## src/rtl/core/spdrr_pkg.sv

```systemverilog
// ----------------------------------------------------------------------------
// spdrr_pkg
// Shared widths, operation and register codes, and the pick result type
// for the strict priority / DRR slot scheduler.
// ----------------------------------------------------------------------------
package spdrr_pkg;

    localparam int SLOTS_DEF   = 8;
    localparam int SLOT_IDX_W  = 3;
    localparam int MASK_W      = 8;
    localparam int BYTES_W     = 16;
    localparam int QUANTUM_W   = 16;
    localparam int COUNT_W     = 64;
    localparam int DEFICIT_W   = 18;
    localparam int OP_W        = 3;
    localparam int CFG_ADDR_W  = 2;
    localparam int CFG_DATA_W  = 64;

    localparam logic signed [DEFICIT_W-1:0] DEFICIT_MIN = 18'sh20000;

    typedef enum logic [OP_W-1:0] {
        OP_SELECT     = 3'd0,
        OP_PEEK       = 3'd1,
        OP_DEQUEUE    = 3'd2,
        OP_ENQUEUE    = 3'd3,
        OP_READ_COUNT = 3'd4
    } op_t;

    typedef enum logic [CFG_ADDR_W-1:0] {
        CFG_STRICT_MASK  = 2'd0,
        CFG_QUANTUM_LOW  = 2'd1,
        CFG_QUANTUM_HIGH = 2'd2
    } cfg_reg_t;

    typedef struct packed {
        logic                  found;
        logic                  drr;
        logic [SLOT_IDX_W-1:0] slot;
    } pick_t;

endpackage

```

## src/rtl/core/spdrr_pick.sv

```systemverilog
// ----------------------------------------------------------------------------
// spdrr_pick
// Slot arbiter: lowest eligible strict slot, else first eligible
// non-strict slot walking from the round cursor.
// ----------------------------------------------------------------------------
module spdrr_pick
    import spdrr_pkg::*;
#(
    parameter int SLOTS  = SLOTS_DEF,
    parameter int SLOT_W = $clog2(SLOTS)
) (
    input  logic [SLOTS-1:0]  eligible,
    input  logic [SLOTS-1:0]  strict_vec,
    input  logic [SLOT_W-1:0] cursor,
    output pick_t             pick
);

    logic [SLOTS-1:0]      strict_elig;
    logic [SLOTS-1:0]      drr_elig;
    logic                  strict_hit;
    logic [SLOT_IDX_W-1:0] strict_slot;
    logic                  drr_hit;
    logic [SLOT_IDX_W-1:0] drr_slot;

    assign strict_elig = eligible & strict_vec;
    assign drr_elig    = eligible & ~strict_vec;

    always_comb begin
        strict_hit  = 1'b0;
        strict_slot = '0;
        for (int i = SLOTS - 1; i >= 0; i--) begin
            if (strict_elig[i]) begin
                strict_hit  = 1'b1;
                strict_slot = SLOT_IDX_W'(i);
            end
        end
    end

    always_comb begin
        logic [SLOT_W:0] pos;
        drr_hit  = 1'b0;
        drr_slot = '0;
        for (int t = SLOTS - 1; t >= 0; t--) begin
            pos = {1'b0, cursor} + (SLOT_W + 1)'(t);
            if (pos >= (SLOT_W + 1)'(SLOTS)) begin
                pos = pos - (SLOT_W + 1)'(SLOTS);
            end
            if (drr_elig[pos[SLOT_W-1:0]]) begin
                drr_hit  = 1'b1;
                drr_slot = SLOT_IDX_W'(pos[SLOT_W-1:0]);
            end
        end
    end

    always_comb begin
        pick = '0;
        if (strict_hit) begin
            pick.found = 1'b1;
            pick.slot  = strict_slot;
        end else if (drr_hit) begin
            pick.found = 1'b1;
            pick.drr   = 1'b1;
            pick.slot  = drr_slot;
        end
    end

endmodule

```

## src/rtl/core/strict_priority_drr_scheduler_top.sv

```systemverilog
// ----------------------------------------------------------------------------
// strict_priority_drr_scheduler_top
// Hybrid strict priority / deficit round robin slot scheduler with
// per-slot byte counters.
// ----------------------------------------------------------------------------
// Takes one request beat per clock while the result side is not stalled, and
// returns exactly one result beat per request: the request is held in the
// input register, then the pick, deficit update and counter update resolve
// combinationally from it into the result register. That pick and
// deficit/cursor update path sets the rate of one request per clock.
// A full result register back-pressures through the input register, so up to
// two requests are held while m_ready is low. Configuration writes through
// cfg_wr_en / cfg_index / cfg_wdata take effect at once and are meant for
// idle periods only.
module strict_priority_drr_scheduler_top
    import spdrr_pkg::*;
#(
    parameter int SLOTS = SLOTS_DEF
) (
    input  logic                  aclk,
    input  logic                  aresetn,

    input  logic                  cfg_wr_en,
    input  logic [CFG_ADDR_W-1:0] cfg_index,
    input  logic [CFG_DATA_W-1:0] cfg_wdata,

    input  logic                  s_valid,
    output logic                  s_ready,
    input  logic [OP_W-1:0]       s_operation,
    input  logic [MASK_W-1:0]     s_backlog_mask,
    input  logic [MASK_W-1:0]     s_gate_mask,
    input  logic [SLOT_IDX_W-1:0] s_slot_index,
    input  logic [BYTES_W-1:0]    s_packet_bytes,
    input  logic                  s_still_backlogged,

    output logic                  m_valid,
    input  logic                  m_ready,
    output logic                  m_chosen_valid,
    output logic [SLOT_IDX_W-1:0] m_chosen_slot,
    output logic [COUNT_W-1:0]    m_enqueued_byte_count,
    output logic [COUNT_W-1:0]    m_dequeued_byte_count
);

    localparam int SLOT_W = $clog2(SLOTS);

    // configuration
    logic [MASK_W-1:0]     strict_mask_reg;
    logic [CFG_DATA_W-1:0] quantum_low_reg;
    logic [CFG_DATA_W-1:0] quantum_high_reg;

    // input stage
    logic                  in_valid_reg;
    logic [OP_W-1:0]       op_reg;
    logic [MASK_W-1:0]     backlog_reg;
    logic [MASK_W-1:0]     gate_reg;
    logic [SLOT_IDX_W-1:0] slot_reg;
    logic [BYTES_W-1:0]    bytes_reg;
    logic                  more_reg;

    // scheduler state
    logic signed [DEFICIT_W-1:0] deficit_reg [SLOTS];
    logic [SLOT_W-1:0]           cursor_reg;
    logic [COUNT_W-1:0]          cnt_in_reg  [SLOTS];
    logic [COUNT_W-1:0]          cnt_out_reg [SLOTS];

    // result stage
    logic                  out_valid_reg;
    logic                  chosen_valid_reg;
    logic [SLOT_IDX_W-1:0] chosen_slot_reg;
    logic [COUNT_W-1:0]    enq_count_reg;
    logic [COUNT_W-1:0]    deq_count_reg;

    logic                  advance;
    logic                  fire;
    logic [SLOTS-1:0]      eligible;
    logic [SLOTS-1:0]      strict_vec;
    pick_t                 pick;
    logic                  slot_ok;
    logic [SLOT_W-1:0]     slot_sel;
    logic [SLOT_W-1:0]     def_idx;
    logic [SLOT_IDX_W-1:0] def_idx_ext;
    logic signed [DEFICIT_W-1:0] def_cur;
    logic [CFG_DATA_W-1:0] quantum_word;
    logic [QUANTUM_W-1:0]  quantum;
    logic signed [DEFICIT_W:0]   def_credit_wide;
    logic signed [DEFICIT_W:0]   def_charge_wide;
    logic signed [DEFICIT_W-1:0] def_credited;
    logic signed [DEFICIT_W-1:0] def_charged;
    logic [SLOT_W-1:0]     slot_after;

    logic                        def_we;
    logic signed [DEFICIT_W-1:0] deficit_next;
    logic [SLOT_W-1:0]           cursor_next;
    logic                        cnt_in_we;
    logic                        cnt_out_we;
    logic [COUNT_W-1:0]          cnt_in_next;
    logic [COUNT_W-1:0]          cnt_out_next;
    logic                        chosen_valid_next;
    logic [SLOT_IDX_W-1:0]       chosen_slot_next;
    logic [COUNT_W-1:0]          enq_count_next;
    logic [COUNT_W-1:0]          deq_count_next;

    assign advance = !out_valid_reg || m_ready;
    assign fire    = in_valid_reg && advance;
    assign s_ready = !in_valid_reg || advance;

    assign eligible   = backlog_reg[SLOTS-1:0] & gate_reg[SLOTS-1:0];
    assign strict_vec = strict_mask_reg[SLOTS-1:0];

    spdrr_pick #(
        .SLOTS  (SLOTS),
        .SLOT_W (SLOT_W)
    ) u_pick (
        .eligible   (eligible),
        .strict_vec (strict_vec),
        .cursor     (cursor_reg),
        .pick       (pick)
    );

    assign slot_ok  = ({1'b0, slot_reg} < (SLOT_IDX_W + 1)'(SLOTS));
    assign slot_sel = slot_reg[SLOT_W-1:0];

    assign def_idx     = (op_reg == OP_SELECT) ? pick.slot[SLOT_W-1:0] : slot_sel;
    assign def_idx_ext = SLOT_IDX_W'(def_idx);
    assign def_cur     = deficit_reg[def_idx];

    assign quantum_word = def_idx_ext[2] ? quantum_high_reg : quantum_low_reg;
    assign quantum      = QUANTUM_W'(quantum_word >> {def_idx_ext[1:0], 4'b0000});

    assign def_credit_wide = {def_cur[DEFICIT_W-1], def_cur}
                           + $signed({3'b000, quantum});
    assign def_credited    = (def_cur <= 0) ? def_credit_wide[DEFICIT_W-1:0] : def_cur;

    assign def_charge_wide = {def_cur[DEFICIT_W-1], def_cur}
                           - $signed({3'b000, bytes_reg});
    assign def_charged     = (def_charge_wide < $signed({DEFICIT_MIN[DEFICIT_W-1], DEFICIT_MIN}))
                           ? DEFICIT_MIN : def_charge_wide[DEFICIT_W-1:0];

    assign slot_after = (slot_sel == SLOT_W'(SLOTS - 1)) ? '0 : slot_sel + 1'b1;

    assign cnt_in_next  = cnt_in_reg[slot_sel]  + COUNT_W'(bytes_reg);
    assign cnt_out_next = cnt_out_reg[slot_sel] + COUNT_W'(bytes_reg);

    always_comb begin
        def_we            = 1'b0;
        deficit_next      = def_cur;
        cursor_next       = cursor_reg;
        cnt_in_we         = 1'b0;
        cnt_out_we        = 1'b0;
        chosen_valid_next = 1'b0;
        chosen_slot_next  = '0;
        enq_count_next    = '0;
        deq_count_next    = '0;
        case (op_t'(op_reg))
            OP_SELECT: begin
                if (pick.found) begin
                    chosen_valid_next = 1'b1;
                    chosen_slot_next  = pick.slot;
                end
                if (pick.drr) begin
                    def_we       = 1'b1;
                    deficit_next = def_credited;
                    cursor_next  = pick.slot[SLOT_W-1:0];
                end
            end
            OP_PEEK: begin
                if (pick.found) begin
                    chosen_valid_next = 1'b1;
                    chosen_slot_next  = pick.slot;
                end
            end
            OP_DEQUEUE: begin
                cnt_out_we = slot_ok;
                if (slot_ok && !strict_vec[slot_sel]) begin
                    def_we = 1'b1;
                    if (!more_reg) begin
                        deficit_next = '0;
                    end else begin
                        deficit_next = def_charged;
                        if (def_charged <= 0) begin
                            cursor_next = slot_after;
                        end
                    end
                end
            end
            OP_ENQUEUE: begin
                cnt_in_we = slot_ok;
            end
            OP_READ_COUNT: begin
                if (slot_ok) begin
                    enq_count_next = cnt_in_reg[slot_sel];
                    deq_count_next = cnt_out_reg[slot_sel];
                end
            end
            default: begin
            end
        endcase
    end

    always_ff @(posedge aclk) begin
        if (!aresetn) begin
            strict_mask_reg  <= '0;
            quantum_low_reg  <= '0;
            quantum_high_reg <= '0;
        end else if (cfg_wr_en) begin
            case (cfg_reg_t'(cfg_index))
                CFG_STRICT_MASK:  strict_mask_reg  <= cfg_wdata[MASK_W-1:0];
                CFG_QUANTUM_LOW:  quantum_low_reg  <= cfg_wdata;
                CFG_QUANTUM_HIGH: quantum_high_reg <= cfg_wdata;
                default: begin
                end
            endcase
        end
    end

    always_ff @(posedge aclk) begin
        if (!aresetn) begin
            in_valid_reg  <= 1'b0;
            out_valid_reg <= 1'b0;
        end else begin
            if (s_ready) begin
                in_valid_reg <= s_valid;
            end
            if (advance) begin
                out_valid_reg <= in_valid_reg;
            end
        end
    end

    always_ff @(posedge aclk) begin
        if (s_valid && s_ready) begin
            op_reg      <= s_operation;
            backlog_reg <= s_backlog_mask;
            gate_reg    <= s_gate_mask;
            slot_reg    <= s_slot_index;
            bytes_reg   <= s_packet_bytes;
            more_reg    <= s_still_backlogged;
        end
        if (fire) begin
            chosen_valid_reg <= chosen_valid_next;
            chosen_slot_reg  <= chosen_slot_next;
            enq_count_reg    <= enq_count_next;
            deq_count_reg    <= deq_count_next;
        end
    end

    always_ff @(posedge aclk) begin
        if (!aresetn) begin
            cursor_reg <= '0;
            for (int i = 0; i < SLOTS; i++) begin
                deficit_reg[i] <= '0;
                cnt_in_reg[i]  <= '0;
                cnt_out_reg[i] <= '0;
            end
        end else if (fire) begin
            cursor_reg <= cursor_next;
            if (def_we) begin
                deficit_reg[def_idx] <= deficit_next;
            end
            if (cnt_in_we) begin
                cnt_in_reg[slot_sel] <= cnt_in_next;
            end
            if (cnt_out_we) begin
                cnt_out_reg[slot_sel] <= cnt_out_next;
            end
        end
    end

    assign m_valid               = out_valid_reg;
    assign m_chosen_valid        = chosen_valid_reg;
    assign m_chosen_slot         = chosen_slot_reg;
    assign m_enqueued_byte_count = enq_count_reg;
    assign m_dequeued_byte_count = deq_count_reg;

endmodule

```

## config.mk

```make
export PLATFORM = sky130hd
export DESIGN_NAME = strict_priority_drr_scheduler_top
export DESIGN_NICKNAME = d
export VERILOG_FILES = /design/src/rtl/core/spdrr_pkg.sv /design/src/rtl/core/spdrr_pick.sv /design/src/rtl/core/strict_priority_drr_scheduler_top.sv
export SDC_FILE = /design/constraint.sdc
export NUM_CORES = 2
export LEC_CHECK = 0
export ABC_AREA = 0
export BUFFER_PORTS_ARGS = -buffer_cell sky130_fd_sc_hd__buf_4
export CAP_MARGIN = 20
export CORE_ASPECT_RATIO = 2
export CORE_MARGIN = 4
export CORE_UTILIZATION = 25
export CTS_CLUSTER_SIZE = 20
export DETAILED_ROUTE_END_ITERATION = 6
export GPL_ROUTABILITY_DRIVEN = 0
export PLACE_DENSITY = 0.4
export SLEW_MARGIN = 25
export SYNTH_ARGS = -nofsm -noshare
export SYNTH_HDL_FRONTEND = slang
export SYNTH_SLANG_ARGS = --single-unit
```

## constraint.sdc

```tcl
create_clock -name aclk -period 16 [get_ports aclk]
set_input_delay 3.2 -clock aclk [delete_from_list [all_inputs] [get_ports aclk]]
set_output_delay 3.2 -clock aclk [all_outputs]
set_load 0.005 [all_outputs]
```

==> results.toml <==
[clocking]
cts-buffers-inserted = 162
cts.sinks = 1483
cts_hold_buf = 0
cts_resized = 0
cts_tree = "done"
htree_levels = 4
clock_latency_ns = 0.86
cts.clk_slew.worst_paths_ns = 0.06
cts_setup_buffers = 0
root_buffer = "clkbuf_16"
cts_buffer_depth = 4

[die]
rows = 270
ioPinCount = 244
dieWidth_um = 377
initial_utilization_pct = 25.2
placeableCoreArea_um2 = 271000
dieArea_um2 = 282000
die_height_um = 746

[sta]
period_share_pct = 69.9
skew_ns = 0.119
finalSetupViolations = 0
maxSlewViolCount = 0
hold_viol_final = 0
rsz0062_at_grt = "no"
period_minus_slack_ns = 11.18
setup_tns_ns = 0
fmax_mhz = 89.5
tightest_slew_ns = 1.09
slew_headroom_pct = 27.4

[logic_synthesis]
yosys.cell_types.count = 94
synth_edf_count = 1339
synthCells = 5301
postSynthAreaPerCell_um2 = 12.9
ys_ff_latch = 1483
yosys-top-cells-area = "edfxtp_1 (59%), mux4_2 (8.8%), nor2_1 (7.6%), dfxtp_1 (4.2%), mux2i_1 (3.5%)"
synth_seq_area_share_pct = 63.2
ys_top_cells_by_count = "nor2_1 (1383), edfxtp_1 (1339), nand2_1 (440), mux4_2 (267), clkbuf_1 (246)"
synth_top_cell_area_share_pct = 59.0
synth_warnings = 0
yosysTopAreaCell = "edfxtp_1"
async_flop_share_pct = 0
yosysMostFrequentCell = "nor2_1"
synth_fp_nets = 5483
synth_flop_cell = "edfxtp_1"
netlist_area_um2 = 68200

[run_status]
status = "complete, no violations"

[drt]
first_pass_iters = 6
drc = 0
viasPerCell = 4.84
wirelength_um = 243000
detail-route-antenna-nets = 0
drt_iter0_drc = 3234
post_drt_wl_per_cell_um = 26.6
vias = 44300

[global_routing]
grt_pass1_wl_um = 345000
groute.usage.overall_pct = 16.9
antenna_found_initial = 4
grt-ovfl-total = 0
grt_pass1_vias = 46300
grt_max_degree = 95

[placed_design]
io_buffers = 243
post-dp-hpwl_um = 149000

[pwr]
power.density_nw_per_um2 = 120
p_leak_nw = 27.9
peakVddDrop_mv = 0.0724
finalPower_mw = 9.49

[job]
drv_cap = 0

[critical_path]
cp_slowest_cell = "dfxtp_1"
r2r_slack_ns = 4.82
start_kind = "register"
cp_slowest_stage_delay_ns = 0.91
worstSetupPathType = "reg -> reg"
cp.arrival_ns = 11.69
cp.required_ns = 16.51
worstPathMaxFanout = 51
crit_path_end_kind = "register"

[final_layout]
nets = 5666
drive_gt1_share_pct = 17.5
syn_to_final_growth_pct = 16.3

[worst_hold_path]
min_path_type = "reg -> reg"
per-stage QoR:
step,hold slack (ns),area (µm²),utilization (%),setup slack [ns],cells
final,0.451,79300,29.3,4.82,9143
after global routing,0.473,79200,29.2,3.93,9140
after CTS,0.454,79200,29.2,4.88,9134
after detailed placement,0.445,74200,27.4,4.91,8851
after global placement,0.441,74200,27.4,4.94,8851
after floorplan,0.432,68200,-,3.33,5301
final timing paths:
check / to / depth (start not counted) / from
max: deficit_reg[5][16]$_SDFFCE_PN0P_ / 32 / cursor_reg[0]$_SDFFE_PN0P_
min: quantum_high_reg[40]$_SDFFE_PN0P_ / 2 / quantum_high_reg[40]$_SDFFE_PN0P_
max reg2reg: deficit_reg[5][16]$_SDFFCE_PN0P_ / 32 / cursor_reg[0]$_SDFFE_PN0P_
min reg2reg: quantum_high_reg[40]$_SDFFE_PN0P_ / 2 / quantum_high_reg[40]$_SDFFE_PN0P_
layout make-up:
cell class	count	area [µm²]
Clock inverter	88	711
Antenna cell	4	10.0
Timing Repair Buffer	352	2670
Fill cell	27600	192000
Tap cell	3536	4420
Sequential cell	1483	43100
Multi-Input combinational cell	3398	23700
Clock buffer	195	4340
Inverter	87	330
logic make-up (layout without fill, tap and decap cells):
family / after synthesis / after routing / synth area share (%)
multiplexers: 550 / 550 / 13.2
XOR/XNOR: 144 / 144 / 1.88
AND/OR/NAND/NOR: 2178 / 2178 / 13.4
flip-flops: 1483 / 1483 / 63.2
adder cells (fa/ha/maj): 72 / 72 / 1.37
buffers and inverters: 420 / 722 / 2.64
AO/OA/AOI/OAI: 454 / 454 / 4.28
other: 0 / 4 / 0
where the power goes:
group	switching, mW	internal, mW	leakage [nW]
sequential	0.0682	4.35	14.9
combinational	0.883	0.442	10.5
clock	1.64	2.10	2.47
total	2.59	6.90	27.9
cells in the final DEF (no fill, tap or decap), types with 11 or more instances in the layout:
cell type	instances
nand4_1	19
nand2_4	25
o21ai_0	49
or2_2	12
a21o_1	13
clkinv_1	43
bufinv_16	11
or3_1	24
mux2i_1	237
nor2_1	1382
a211oi_1	33
nand3b_1	16
mux2_2	36
nand2_1	410
mux4_2	267
nor4_1	14
a21oi_1	202
clkbuf_16	167
xnor2_1	84
dfxtp_1	141
clkinv_2	24
xor2_1	57
clkbuf_1	22
nor3_1	51
inv_1	83
a311oi_1	18
and2_1	31
ha_1	68
a31o_2	18
o21bai_1	11
nand2b_1	25
nand3_1	37
edfxtp_1	1339
nor2b_1	62
buf_4	344
per-layer routing:
metal	part of all wire [%]	global-route usage [%]
met4	3.6	5.80
met3	3.9	2.03
met5	0	0
met2	52	30.8
met1	40	20.4
worst max-delay path: cells and delay by family, from the launching register on:
kind / cells / cell delay (ns)
buffers and inverters: 2 / 1.09
DFF: 1 / 0.91
adders and majority gates: 2 / 0.85
muxes: 1 / 0.17
xor gates and xnor gates: 2 / 0.65
and+or+nand+nor: 8 / 2.16
AOI/OAI and AO/OA: 17 / 5.00
Note: power is estimated with default switching activity, not from simulation.
